[src/hw/rtl/dcb_pkg.sv]
// Package for the descriptor chain builder: sizes, codes, item and command types.
// Used by every module of the block and by its port checker.
`default_nettype none

package dcb_pkg;

    localparam int DESC_PAGES_MAX  = 8;
    localparam int PAGES_PER_BLOCK = 64;
    localparam int XFER_PAGE_BYTES = 4096;
    localparam int DESC_BYTES      = 20;
    localparam int RESULT_CAP      = 64;

    localparam int TBL_IDX_W  = $clog2(DESC_PAGES_MAX);
    localparam int TBL_CNT_W  = $clog2(DESC_PAGES_MAX + 1);
    localparam int XFER_SHIFT = $clog2(XFER_PAGE_BYTES);
    localparam int PAGES_LIM  = (PAGES_PER_BLOCK < RESULT_CAP - 1) ?
                                PAGES_PER_BLOCK : RESULT_CAP - 1;
    localparam int PAGES_W    = $clog2(PAGES_LIM + 1);
    localparam int SIZE_W     = 18;
    localparam int SPACE_W    = 16;
    localparam int QUEUE_DEPTH = 2;

    localparam logic [SPACE_W-1:0] SPACE_MAX  = '1;
    localparam logic [SPACE_W-1:0] DESC_STEP  = SPACE_W'(DESC_BYTES);
    localparam logic [63:0]        XFER_STEP  = 64'(XFER_PAGE_BYTES);
    localparam logic [31:0]        LEN_WORD   = 32'(XFER_PAGE_BYTES) | 32'd7;
    localparam logic [63:0]        DATA_FLAGS = 64'd7;
    localparam logic [63:0]        LINK_FLAG  = 64'd2;
    localparam logic [63:0]        LINK_END   = 64'd1;

    typedef enum logic [1:0] {
        REQ_LOAD   = 2'd0,
        REQ_BLOCK  = 2'd1,
        REQ_FINISH = 2'd2,
        REQ_NONE   = 2'd3
    } t_req;

    typedef enum logic [1:0] {
        ST_OK        = 2'd0,
        ST_EXHAUSTED = 2'd1,
        ST_FILLED    = 2'd2
    } t_status;

    typedef enum logic [1:0] {
        CMD_LOAD,
        CMD_BLOCK,
        CMD_FINISH
    } t_cmd_kind;

    typedef enum logic [1:0] {
        S_IDLE,
        S_BLOCK,
        S_FILL
    } t_back_state;

    typedef struct packed {
        logic [1:0]        req_type;
        logic [63:0]       addr;
        logic [SIZE_W-1:0] size;
    } t_in_item;

    typedef struct packed {
        logic [63:0] desc_loc;
        logic [63:0] data_word;
        logic [31:0] length_word;
        logic [63:0] next_link;
        logic [1:0]  status;
        logic        last;
    } t_out_item;

    // Classified command: arg holds the saturated page size for a load and
    // the page count for a block.
    typedef struct packed {
        t_cmd_kind          kind;
        logic [63:0]        addr;
        logic [SPACE_W-1:0] arg;
    } t_cmd;

    typedef struct packed {
        logic valid;
        t_cmd cmd;
    } t_cmd_head;

endpackage

`default_nettype wire

[src/hw/rtl/dcb_front.sv]
// Front end of the descriptor chain builder: accepts input items, classifies them
// into commands and holds them in a short queue. Depends on dcb_pkg.
`default_nettype none

module dcb_front
    import dcb_pkg::*;
(
    input  wire logic      i_clk,
    input  wire logic      i_rst_n,
    input  wire logic      i_in_valid,
    output logic           o_in_ready,
    input  wire t_in_item  i_in_item,
    output t_cmd_head      o_head,
    input  wire logic      i_pop
);

    localparam int PTR_W = $clog2(QUEUE_DEPTH);
    localparam int CNT_W = $clog2(QUEUE_DEPTH + 1);

    t_cmd               r_q [QUEUE_DEPTH];
    logic [PTR_W-1:0]   r_wptr, n_wptr;
    logic [PTR_W-1:0]   r_rptr, n_rptr;
    logic [CNT_W-1:0]   r_count, n_count;

    t_cmd               cmd;
    logic               push;
    logic               keep;
    logic [PAGES_W-1:0] pages;
    logic [SIZE_W-XFER_SHIFT-1:0] raw_pages;

    always_comb begin
        raw_pages = i_in_item.size[SIZE_W-1:XFER_SHIFT];
        if (32'(raw_pages) > 32'(PAGES_LIM)) begin
            pages = PAGES_W'(PAGES_LIM);
        end else begin
            pages = PAGES_W'(raw_pages);
        end

        cmd.addr = i_in_item.addr;
        cmd.arg  = SPACE_W'(pages);
        cmd.kind = CMD_LOAD;
        keep     = 1'b1;
        unique case (t_req'(i_in_item.req_type))
            REQ_LOAD: begin
                cmd.kind = CMD_LOAD;
                // saturate oversized descriptor pages
                if (i_in_item.size > SIZE_W'(SPACE_MAX)) begin
                    cmd.arg = SPACE_MAX;
                end else begin
                    cmd.arg = i_in_item.size[SPACE_W-1:0];
                end
            end
            REQ_BLOCK:  cmd.kind = CMD_BLOCK;
            REQ_FINISH: cmd.kind = CMD_FINISH;
            REQ_NONE:   keep = 1'b0;    // drop unknown requests
        endcase
    end

    assign o_in_ready = (r_count != CNT_W'(QUEUE_DEPTH));
    assign push       = i_in_valid && o_in_ready && keep;

    always_comb begin
        n_wptr  = r_wptr;
        n_rptr  = r_rptr;
        n_count = r_count;
        if (push) begin
            n_wptr = (r_wptr == PTR_W'(QUEUE_DEPTH - 1)) ? '0 : r_wptr + 1'b1;
        end
        if (i_pop && o_head.valid) begin
            n_rptr = (r_rptr == PTR_W'(QUEUE_DEPTH - 1)) ? '0 : r_rptr + 1'b1;
        end
        if (push && !(i_pop && o_head.valid)) begin
            n_count = r_count + 1'b1;
        end else if (!push && i_pop && o_head.valid) begin
            n_count = r_count - 1'b1;
        end
    end

    always_ff @(posedge i_clk) begin
        if (!i_rst_n) begin
            r_wptr  <= '0;
            r_rptr  <= '0;
            r_count <= '0;
        end else begin
            r_wptr  <= n_wptr;
            r_rptr  <= n_rptr;
            r_count <= n_count;
        end
    end

    always_ff @(posedge i_clk) begin
        if (push) begin
            r_q[r_wptr] <= cmd;
        end
    end

    assign o_head.valid = (r_count != '0);
    assign o_head.cmd   = r_q[r_rptr];

endmodule

`default_nettype wire

[src/hw/rtl/dcb_back.sv]
// Back end of the descriptor chain builder: page table, chain state, the page walk
// sequencer and the output register. Depends on dcb_pkg.
`default_nettype none

module dcb_back
    import dcb_pkg::*;
(
    input  wire logic      i_clk,
    input  wire logic      i_rst_n,
    input  wire t_cmd_head i_head,
    output logic           o_pop,
    input  wire logic      i_cfg_valid,
    input  wire logic      i_cfg_data,
    output logic           o_out_valid,
    input  wire logic      i_out_ready,
    output t_out_item      o_out_item
);

    logic [63:0]        r_tbl_addr [DESC_PAGES_MAX];
    logic [SPACE_W-1:0] r_tbl_size [DESC_PAGES_MAX];

    t_back_state        r_state, n_state;
    logic [TBL_CNT_W-1:0] r_pages_loaded, n_pages_loaded;
    logic [TBL_CNT_W-1:0] r_page_index, n_page_index;
    logic [63:0]        r_slot_addr, n_slot_addr;
    logic [SPACE_W-1:0] r_space_left, n_space_left;
    logic               r_pending_valid, n_pending_valid;
    logic [63:0]        r_pending_desc, n_pending_desc;
    logic [63:0]        r_pending_page, n_pending_page;
    logic               r_aborted, n_aborted;
    logic [PAGES_W-1:0] r_pages_left, n_pages_left;
    logic [63:0]        r_pa, n_pa;
    logic               r_loop_mode;
    logic               r_out_valid;
    t_out_item          r_out_item;

    logic               out_free;
    logic               emit;
    logic               tbl_we;
    t_out_item          item;
    logic [SPACE_W-1:0] space_after;
    logic [TBL_IDX_W-1:0] rd_idx;

    assign out_free    = !r_out_valid || i_out_ready;
    assign space_after = r_space_left - DESC_STEP;
    assign rd_idx      = r_page_index[TBL_IDX_W-1:0];

    always_comb begin
        n_state         = r_state;
        n_pages_loaded  = r_pages_loaded;
        n_page_index    = r_page_index;
        n_slot_addr     = r_slot_addr;
        n_space_left    = r_space_left;
        n_pending_valid = r_pending_valid;
        n_pending_desc  = r_pending_desc;
        n_pending_page  = r_pending_page;
        n_aborted       = r_aborted;
        n_pages_left    = r_pages_left;
        n_pa            = r_pa;
        o_pop           = 1'b0;
        emit            = 1'b0;
        tbl_we          = 1'b0;

        item.desc_loc    = r_pending_desc;
        item.data_word   = r_pending_page | DATA_FLAGS;
        item.length_word = LEN_WORD;
        item.next_link   = LINK_FLAG;
        item.status      = ST_OK;
        item.last        = 1'b1;

        if (out_free) begin
            unique case (r_state)
                S_IDLE: begin
                    if (i_head.valid) begin
                        o_pop = 1'b1;
                        unique case (i_head.cmd.kind)
                            CMD_LOAD: begin
                                if (r_pages_loaded < TBL_CNT_W'(DESC_PAGES_MAX)) begin
                                    tbl_we         = 1'b1;
                                    n_pages_loaded = r_pages_loaded + 1'b1;
                                end
                            end
                            CMD_BLOCK: begin
                                if (!r_aborted && i_head.cmd.arg != '0) begin
                                    n_pages_left = PAGES_W'(i_head.cmd.arg);
                                    n_pa         = i_head.cmd.addr;
                                    n_state      = S_BLOCK;
                                end
                            end
                            CMD_FINISH: begin
                                if (r_pending_valid && !r_aborted) begin
                                    emit = 1'b1;
                                    item.next_link = (r_loop_mode ? r_tbl_addr[0] : LINK_END)
                                                     | LINK_FLAG;
                                end
                                // restart the chain, keep the loaded pages
                                n_page_index    = '0;
                                n_slot_addr     = '0;
                                n_space_left    = '0;
                                n_pending_valid = 1'b0;
                                n_pending_desc  = '0;
                                n_pending_page  = '0;
                                n_aborted       = 1'b0;
                            end
                            default: ;
                        endcase
                    end
                end
                S_BLOCK: begin
                    if (r_space_left < DESC_STEP) begin
                        if (r_page_index >= r_pages_loaded) begin
                            // out of descriptor pages
                            emit        = 1'b1;
                            item.status = ST_EXHAUSTED;
                            if (!r_pending_valid) begin
                                item.desc_loc    = '0;
                                item.data_word   = '0;
                                item.length_word = '0;
                            end
                            n_pending_valid = 1'b0;
                            n_aborted       = 1'b1;
                            n_state         = S_IDLE;
                        end else begin
                            n_slot_addr  = r_tbl_addr[rd_idx];
                            n_space_left = r_tbl_size[rd_idx];
                            n_page_index = r_page_index + 1'b1;
                        end
                    end else begin
                        emit           = r_pending_valid;
                        item.next_link = r_slot_addr | LINK_FLAG;
                        item.last      = (r_pages_left == PAGES_W'(1)) && (space_after != '0);
                        n_pending_desc  = r_slot_addr;
                        n_pending_page  = r_pa;
                        n_pending_valid = 1'b1;
                        n_pa            = r_pa + XFER_STEP;
                        n_space_left    = space_after;
                        n_pages_left    = r_pages_left - 1'b1;
                        if (space_after == '0) begin
                            n_state = S_FILL;
                        end else begin
                            n_slot_addr = r_slot_addr + 64'(DESC_BYTES);
                            if (r_pages_left == PAGES_W'(1)) begin
                                n_state = S_IDLE;
                            end
                        end
                    end
                end
                S_FILL: begin
                    // page used to its last byte: close with an error
                    emit            = 1'b1;
                    item.status     = ST_FILLED;
                    n_pending_valid = 1'b0;
                    n_aborted       = 1'b1;
                    n_state         = S_IDLE;
                end
                default: n_state = S_IDLE;
            endcase
        end
    end

    always_ff @(posedge i_clk) begin
        if (!i_rst_n) begin
            r_state         <= S_IDLE;
            r_pages_loaded  <= '0;
            r_page_index    <= '0;
            r_slot_addr     <= '0;
            r_space_left    <= '0;
            r_pending_valid <= 1'b0;
            r_pending_desc  <= '0;
            r_pending_page  <= '0;
            r_aborted       <= 1'b0;
            r_pages_left    <= '0;
            r_pa            <= '0;
            r_loop_mode     <= 1'b1;
            r_out_valid     <= 1'b0;
        end else begin
            r_state         <= n_state;
            r_pages_loaded  <= n_pages_loaded;
            r_page_index    <= n_page_index;
            r_slot_addr     <= n_slot_addr;
            r_space_left    <= n_space_left;
            r_pending_valid <= n_pending_valid;
            r_pending_desc  <= n_pending_desc;
            r_pending_page  <= n_pending_page;
            r_aborted       <= n_aborted;
            r_pages_left    <= n_pages_left;
            r_pa            <= n_pa;
            if (i_cfg_valid) begin
                r_loop_mode <= i_cfg_data;
            end
            if (emit) begin
                r_out_valid <= 1'b1;
            end else if (i_out_ready) begin
                r_out_valid <= 1'b0;
            end
        end
    end

    always_ff @(posedge i_clk) begin
        if (emit) begin
            r_out_item <= item;
        end
        if (tbl_we) begin
            r_tbl_addr[r_pages_loaded[TBL_IDX_W-1:0]] <= i_head.cmd.addr;
            r_tbl_size[r_pages_loaded[TBL_IDX_W-1:0]] <= i_head.cmd.arg;
        end
    end

    assign o_out_valid = r_out_valid;
    assign o_out_item  = r_out_item;

endmodule

`default_nettype wire

[src/hw/rtl/dma_descriptor_chain_builder.sv]
// Top level of the descriptor chain builder: front end, command queue, back end.
// Depends on dcb_pkg, dcb_front and dcb_back.
//
// Usage:
//   Input channel (i_in_valid / o_in_ready / i_in_item): load descriptor pages
//   first, then send buffer blocks, then a finish item to close the chain.
//   Output channel (o_out_valid / i_out_ready / o_out_item): one descriptor per
//   transfer, with last marking the final result caused by an input item.
//   Config channel (i_cfg_valid / o_cfg_ready / i_cfg_data): loop mode, always
//   ready; write it only while the block is idle.
// Flow:
//   An item enters a two-entry queue and is registered there before the back
//   end sees it. Loads and finishes are handled in the idle state; a block of
//   at most 63 pages starts there, then the page walk sequencer forms one
//   descriptor per cycle while the output register is free, opens a descriptor
//   page when space runs out and ends with an error result if pages run out or
//   one fills. A finish result is valid in the cycle after its pop.
// Reset: synchronous, active low; clears the chain, the loaded page count and
//   sets loop mode. The page table itself is not cleared.
// Stalls: the output register holds a result until taken; the back end waits,
//   and the front keeps accepting until its queue is full.
`default_nettype none

module dma_descriptor_chain_builder
    import dcb_pkg::*;
(
    input  wire logic      i_clk,
    input  wire logic      i_rst_n,
    input  wire logic      i_in_valid,
    output logic           o_in_ready,
    input  wire t_in_item  i_in_item,
    output logic           o_out_valid,
    input  wire logic      i_out_ready,
    output t_out_item      o_out_item,
    input  wire logic      i_cfg_valid,
    output logic           o_cfg_ready,
    input  wire logic      i_cfg_data
);

    t_cmd_head head;
    logic      pop;

    assign o_cfg_ready = 1'b1;

    dcb_front u_front (
        .i_clk      (i_clk),
        .i_rst_n    (i_rst_n),
        .i_in_valid (i_in_valid),
        .o_in_ready (o_in_ready),
        .i_in_item  (i_in_item),
        .o_head     (head),
        .i_pop      (pop)
    );

    dcb_back u_back (
        .i_clk       (i_clk),
        .i_rst_n     (i_rst_n),
        .i_head      (head),
        .o_pop       (pop),
        .i_cfg_valid (i_cfg_valid),
        .i_cfg_data  (i_cfg_data),
        .o_out_valid (o_out_valid),
        .i_out_ready (i_out_ready),
        .o_out_item  (o_out_item)
    );

endmodule

`default_nettype wire

[config.mk]
export PLATFORM = sky130hd
export DESIGN_NAME = dma_descriptor_chain_builder
export DESIGN_NICKNAME = d
export VERILOG_FILES = /design/src/hw/rtl/dcb_pkg.sv /design/src/hw/rtl/dcb_front.sv /design/src/hw/rtl/dcb_back.sv /design/src/hw/rtl/dma_descriptor_chain_builder.sv
export SDC_FILE = /design/constraint.sdc
export NUM_CORES = 2
export LEC_CHECK = 0
export BUFFER_PORTS_ARGS = -buffer_cell sky130_fd_sc_hd__buf_2
export CAP_MARGIN = 20
export CORE_MARGIN = 10
export CORE_UTILIZATION = 60
export CTS_BUF_LIST = sky130_fd_sc_hd__clkbuf_8
export CTS_CLUSTER_SIZE = 16
export DETAILED_ROUTE_END_ITERATION = 16
export PLACE_DENSITY = 0.8
export SLEW_MARGIN = 0
export SYNTH_ARGS = -nofsm -noshare
export SYNTH_HDL_FRONTEND = slang
export SYNTH_SLANG_ARGS = --single-unit
[constraint.sdc]
create_clock -name i_clk -period 9.1 [get_ports i_clk]
set_clock_uncertainty 0.1 [all_clocks]
set_input_delay 1.365 -clock i_clk [delete_from_list [all_inputs] [get_ports i_clk]]
set_output_delay 1.365 -clock i_clk [all_outputs]
set_load 0.02 [all_outputs]
After elaboration in Yosys (flattened, before gate mapping)
Memories as Yosys holds them, arrays and structs flattened. A register that Yosys moved wholly into a read port is not among the register bits.
Index checks and enable logic that the tools add are counted.

operators by class
  $add $sub $neg = 10
  order comparisons = 4
  eq/ne operators = 21
  muxes and demuxes = 97
  bitwise operators = 2
  reduce and logical (&&, ||, !) cells = 36

operators by type and width
  kind                                                                            count
  64-bit 2-to-1 mux                                                               16
  160-bit 2-to-1 mux                                                              4
  64-bit case mux with 2 select lines                                             5
  227-bit 2-to-1 mux                                                              1
  16-bit 2-to-1 mux                                                               6
  64-bit by 13-bit adder with 64-bit output (second input constant)               1
  64-bit by 5-bit adder with 64-bit output (second input constant)                1
  1-bit 2-to-1 mux                                                                35
  16-bit case mux with 2 select lines                                             1
  16-bit nonzero test                                                             2
  6-bit AND reduction                                                             5
  6-bit 2-to-1 mux                                                                4
  5-bit AND reduction                                                             4
  18-bit by 16-bit > comparator with 1-bit output (second input constant)         1
  2-bit 2-to-1 mux                                                                9
  16-bit zero test                                                                1
  16-bit by 5-bit less-than comparator with 1-bit output (second input constant)  1
  4-bit 2-to-1 mux                                                                4
  16-bit by 5-bit subtractor with 16-bit output (second input constant)           1
  3-bit 2-to-1 mux                                                                4
  2-bit inequality test (second input constant)                                   6
  2-bit case mux with 2 select lines                                              3
  6-bit case mux with 2 select lines                                              1
  1-bit logical AND                                                               9
  other kinds (24)                                                                45

storage, ports and cells
  register bits after elaboration = 523
  RAM bits = 804
  memories kept = 3

memory list
  memory             words  width  read ports  clocked after memory_dff  write ports  line             source
  u_back.r_tbl_addr  8      64     2           1                         1            dcb_back.sv:19   logic [63:0] r_tbl_addr [DESC_PAGES_MAX];
  u_front.r_q        2      82     1           1                         1            dcb_front.sv:20  t_cmd r_q [QUEUE_DEPTH];
  u_back.r_tbl_size  8      16     1           1                         1            dcb_back.sv:20   logic [SPACE_W-1:0] r_tbl_size [DESC_PAGES_MAX];

Depth between registers and ports, before layout
  depth after elaboration = 8
  depth in mapped cells = 12
  mapped depth without buffers = 9

Hierarchy
Synthesis repeated with hierarchy kept, for this count alone.

unflattened totals
  cell total of the unflattened synthesis = 3621
  area total of the unflattened synthesis = 52180.0 µm²

modules (own cells, without submodules)
  module                        instances  cells an instance  area an instance (µm²)  seq. area each (µm²)
  dcb_back                      1          3311               45836.5                 30769.5
  dcb_front                     1          308                6332.3                  5024.8
  dma_descriptor_chain_builder  1          2                  11.3                    0.0

Least setup slack after synthesis
No wires, ideal clock.

  path type = input-to-reg
  start = input port i_out_ready
  end = memory u_back.r_tbl_addr[0][0], enable pin
  library setup time = 617 ps
  arrival = 7771 ps
  data required time = 8383 ps
  setup slack = 612 ps
  cell stages on the path = 6
  buffers on the path = 1
  path through = nand2b_1 > nand2b_1 > clkbuf_1 > nor3_1 > nand2b_1 > nor3_1

between the ends
  word-level cells in the longest chain between the ends = 4

RTL lines
  element                                 line                                source
  start: declaration                      dma_descriptor_chain_builder.sv:33  input wire logic i_out_ready,
  1-bit logical OR                        dcb_back.sv:44                      assign out_free = !r_out_valid || i_out_ready;
  1-bit 2-to-1 mux                        dcb_back.sv:71                      if (out_free) begin
  1-bit 2-to-1 mux                        dcb_back.sv:203                     if (tbl_we) begin
  1-bit 2-to-1 mux (implied by the code)  dcb_back.sv:204                     r_tbl_addr[r_pages_loaded[TBL_IDX_W-1:0]] <= i_head.cmd.addr;
  end: declaration                        dcb_back.sv:19

Every way passes these cells.

Worst setup path after layout
  start = register u_back.r_state[1]
  end = memory u_back.r_tbl_addr[0][25], enable pin

between the ends
  word-level cells in the longest chain between the ends = 5

RTL lines
  element                                 line             source
  start: declaration                      dcb_back.sv:22   t_back_state r_state, n_state;
  start signal: assignment                dcb_back.sv:177  r_state <= n_state;
  2-bit zero test                         dcb_back.sv:72   unique case (r_state)
  1-bit 2-to-1 mux                        dcb_back.sv:72
  1-bit 2-to-1 mux                        dcb_back.sv:71
  1-bit 2-to-1 mux                        dcb_back.sv:203
  1-bit 2-to-1 mux (implied by the code)  dcb_back.sv:204

Every way passes these cells.

==> summary.txt <==
Outcome
  – Outcome: complete, no violations

Synthesis
  – Post-synthesis cell type count: between 80 and 90
  – Syn. warnings: 0
  – Sequential element share of the synthesized area: 0.682
  – Syn Area/Cell: 14.3 sq um
  – #FFs+latches synth: 1290
  – Most numerous cell in the Yosys netlist: edfxtp_1
  – Gate Count Post-Synth: roughly 3700
  – Asr flop ratio synth: 0
  – Synth area leaders: edfxtp_1 (57%), dfxtp_1 (11%), mux4_2 (6.9%), mux2_2 (2.1%), a22oi_1 (2.1%)
  – Synth area leader: edfxtp_1
  – Number of synthesized flops with an enable pin: around 1000
  – Post-Syn Area: 52500 sq um
  – Most frequent cells after synthesis: edfxtp_1 (996), dfxtp_1 (294), nor2_1 (278), nand2_1 (235), a21oi_1 (213)
  – Yosys top cell area share: 0.570
  – Top FF cell, synth: edfxtp_1

Finish
  – Filler cell count: 5863
  – Reg area: 35800 sq um
  – Design Area, Final: roughly 60000 sq um
  – Util after Layout: 0.674
  – Area Growth Syn to Fin: 11.4%
  – Nets: roughly 4000
  – Area of the multi-input gates: 15500 sq um
  – Share of cells above drive strength 1: 0.226
  – Finished Layout Cells: 5247

Power
  – P_leak: 19.6 nW
  – Worst vdd ir: 0.000150 V
  – Power Dens Cells: 256 nW/um^2
  – Comb power frac: 0.184
  – P_sw: between 4 and 5 mW
  – Seq pwr share: 0.518
  – Clock Power Share: 0.297
  – Power Internal: 10.3 mW
  – Total power: 15.0 mW
  – Sw frac: 0.315

Critical path
  – CP top delay family: simple AND/OR/NAND/NOR gates
  – Startpoint types: register
  – Crit. End Element: register
  – Worst-path cell chain: inv_1, ha_1, o21ai_0, nand2b_1, nor3_1, nand2b_1, nor3_2, buf_4, buf_4
  – Slowest CP cell: buf_4
  – Max incr delay on CP: 0.81 ns
  – Max FO, Critical Path: 46
  – Buf/Inv on CP: 3
  – Critical path class: reg2reg
  – Critical Path AT: 5.07 ns
  – CP Data Required Time: 9.49 ns
  – R2r setup slk: between 4 and 5 ns

Routing
  – Vias: about 34000
  – Drt total wl: 138000 um
  – WL met3: 18800 um
  – Via density: 6.47
  – Top sig layer: met5
  – WL met1: 52500 um
  – Length of routed met2 wiring: 62100 um
  – Routed len/inst: 26.3 um
  – # DRC: 0
  – TritonRoute pass-1 iters: 6
  – First DRT Iteration DRCs: 5109
  – Number of routed nets with antenna violations: 0

Floorplanning
  – Initial Util: 0.605
  – Chip Height: 316 um
  – Die width: approximately 320 um
  – I/O Pins: 320
  – Core region area: a little under 90000 sq um
  – Die area: 99700 sq um
  – # rows: around 110

Clock network
  – Hold buffer count at CTS: 0
  – Total CTS buffers: 192
  – Root Driver: clkbuf_8
  – Clock transition at the registers of the reported paths: 0.06 ns
  – H-tree lvl count: 4
  – Setup Fix Bufs, Post-CTS: 0
  – # clock sinks: 1290
  – Longest Clk Path Bufs: 3
  – Clock insertion delay at the later pin of the skew report: 0.85 ns
  – TritonCTS clock tree: yes
  – Post_cts resized: 0

STA
  – Fin Hold WS: between 0.3 and 0.4 ns
  – Fin crit period: 4.68 ns
  – Max-slew violations: 0
  – Setup ws final: 4.42 ns
  – Fin crit share: 0.514
  – RSZ-0062 raised after global routing: false
  – Peak Freq: 214 MHz
  – Fin Setup TNS: 0 ns
  – Final Hold Fails: 0
  – Slew headroom: 0.217
  – Final Setup Violations: 0
  – Slew @ Worst Pin: 1.17 ns

Placement
  – Routability Congestion: 0.901
  – # port buffers: 289
  – Placed cell count: 4880
  – Detailed Place HPWL: slightly below 90000 um
  – Placed instance area: 54700 sq um
  – Pre-CTS WS: between 3 and 4 ns

Min path
  – Min-delay worst type: reg2reg

Run
  – Max_cap viols: 0

Global route
  – Pin count of the biggest net entering global routing: 145
  – Vias in the first global route: 32064
  – Initial antenna violation count: 8
  – Global-route wire length before repair: slightly above 200000 um
  – Grt ovf: 0
  – Global-route usage over all layers: 0.272
worst register-to-register path, delay by kind of cell (launching register included):
| family | cells | cell delay (ns) |
|---|---|---|
| compound gates | 1 | 0.18 |
| simple gates | 4 | 1.83 |
| flops | 1 | 0.34 |
| buf+inv | 3 | 1.48 |
| fa+ha+maj | 1 | 0.42 |
sequential cells by signal, indices dropped and copies added, names as in the netlist, named ones only:
signal                  count
u_back.r_tbl_addr         512
u_back.r_loop_mode          1
u_front.r_wptr              1
u_back.o_out_valid          1
u_back.r_pending_page      61
u_back.r_slot_addr         64
u_back.r_aborted            1
u_back.r_pages_loaded       4
u_front.r_q               164
u_back.r_pending_desc      64
u_front.r_rptr              1
u_front.r_count             2
u_back.r_state              2
u_back.r_page_index         4
u_back.r_tbl_size         128
u_back.r_pages_left         6
u_back.r_pending_valid      1
u_back.r_space_left        16
u_back.r_pa                61
u_back.o_out_item         192
layout make-up:
type                       count  area share
antenna                        3    0.000128
clock inverter               151      0.0137
timing repair buffer         342      0.0328
multi-input combinational   2068       0.265
clock buffer                 208      0.0489
tap                         1155      0.0247
inverter                      30     0.00201
sequential                  1290       0.612
cells by family (layout without fill, tap and decap cells):
| logic type | after synthesis | in the layout | synth area share |
|---|---|---|---|
| DFF | 1290 | 1290 | 0.682 |
| adders and majority gates | 17 | 17 | 0.00405 |
| AOI/OAI and AO/OA | 669 | 669 | 0.0861 |
| buffers and inverters | 331 | 731 | 0.0273 |
| and+or+nand+nor | 1001 | 1001 | 0.0935 |
| xor gates and xnor gates | 25 | 25 | 0.00417 |
| muxes | 326 | 326 | 0.103 |
| other | 2 | 33 | 0.000143 |
per-layer routing:
metal | vias up | track usage
met5 | - | 0
met4 | 8 | 0.101
met3 | 293 | 0.0792
met2 | 2387 | 0.400
met1 | 16687 | 0.383
li1 | 14591 | -
power by group through the flow:
stage | sequential [mW] | combinational, mW | clock, mW
6_report | 7.76 | 2.76 | 4.46
5_1_grt | 7.81 | 2.95 | 4.77
4_1_cts | 7.74 | 2.71 | 4.51
3_5_place_dp | 7.85 | 2.70 | 0
3_3_place_gp | 7.83 | 2.66 | 0
2_1_floorplan | 7.98 | 1.50 | 0
cell usage in the layout (no fill, tap or decap), drive strengths merged, types with 20 or more instances in the layout:
master / synthesis / routed
a211oi: 20 / 20
a21oi: 214 / 214
a22oi: 146 / 146
a31oi: 23 / 23
and2: 21 / 21
and3: 31 / 31
buf: 111 / 340
clkbuf: 190 / 210
clkinv: 1 / 66
conb: 2 / 30
dfxtp: 294 / 294
edfxtp: 996 / 996
inv: 29 / 104
mux2: 100 / 100
mux2i: 66 / 66
mux4: 160 / 160
nand2: 235 / 235
nand3: 127 / 127
nand4: 34 / 34
nor2: 278 / 278
nor2b: 139 / 139
nor3: 40 / 40
nor4: 23 / 23
o211ai: 27 / 27
o21a: 23 / 23
o21ai: 74 / 74
o221a: 25 / 25
path summary, 6_finish.rpt:
path | startpoint | to | depth (start not counted)
hold reg to reg | u_back.r_pending_page[39]$_SDFFE_PN0P_ | u_back.r_pending_page[39]$_SDFFE_PN0P_ | 2
setup reg to reg | u_back.r_state[1]$_SDFFE_PN0P_ | u_back.r_tbl_addr[0][25]$_DFFE_PP_ | 9
setup / recovery | u_back.r_state[1]$_SDFFE_PN0P_ | u_back.r_tbl_addr[0][25]$_DFFE_PP_ | 9
hold / removal | u_back.r_pending_page[39]$_SDFFE_PN0P_ | u_back.r_pending_page[39]$_SDFFE_PN0P_ | 2
Note: power is estimated with default switching activity, not from simulation.
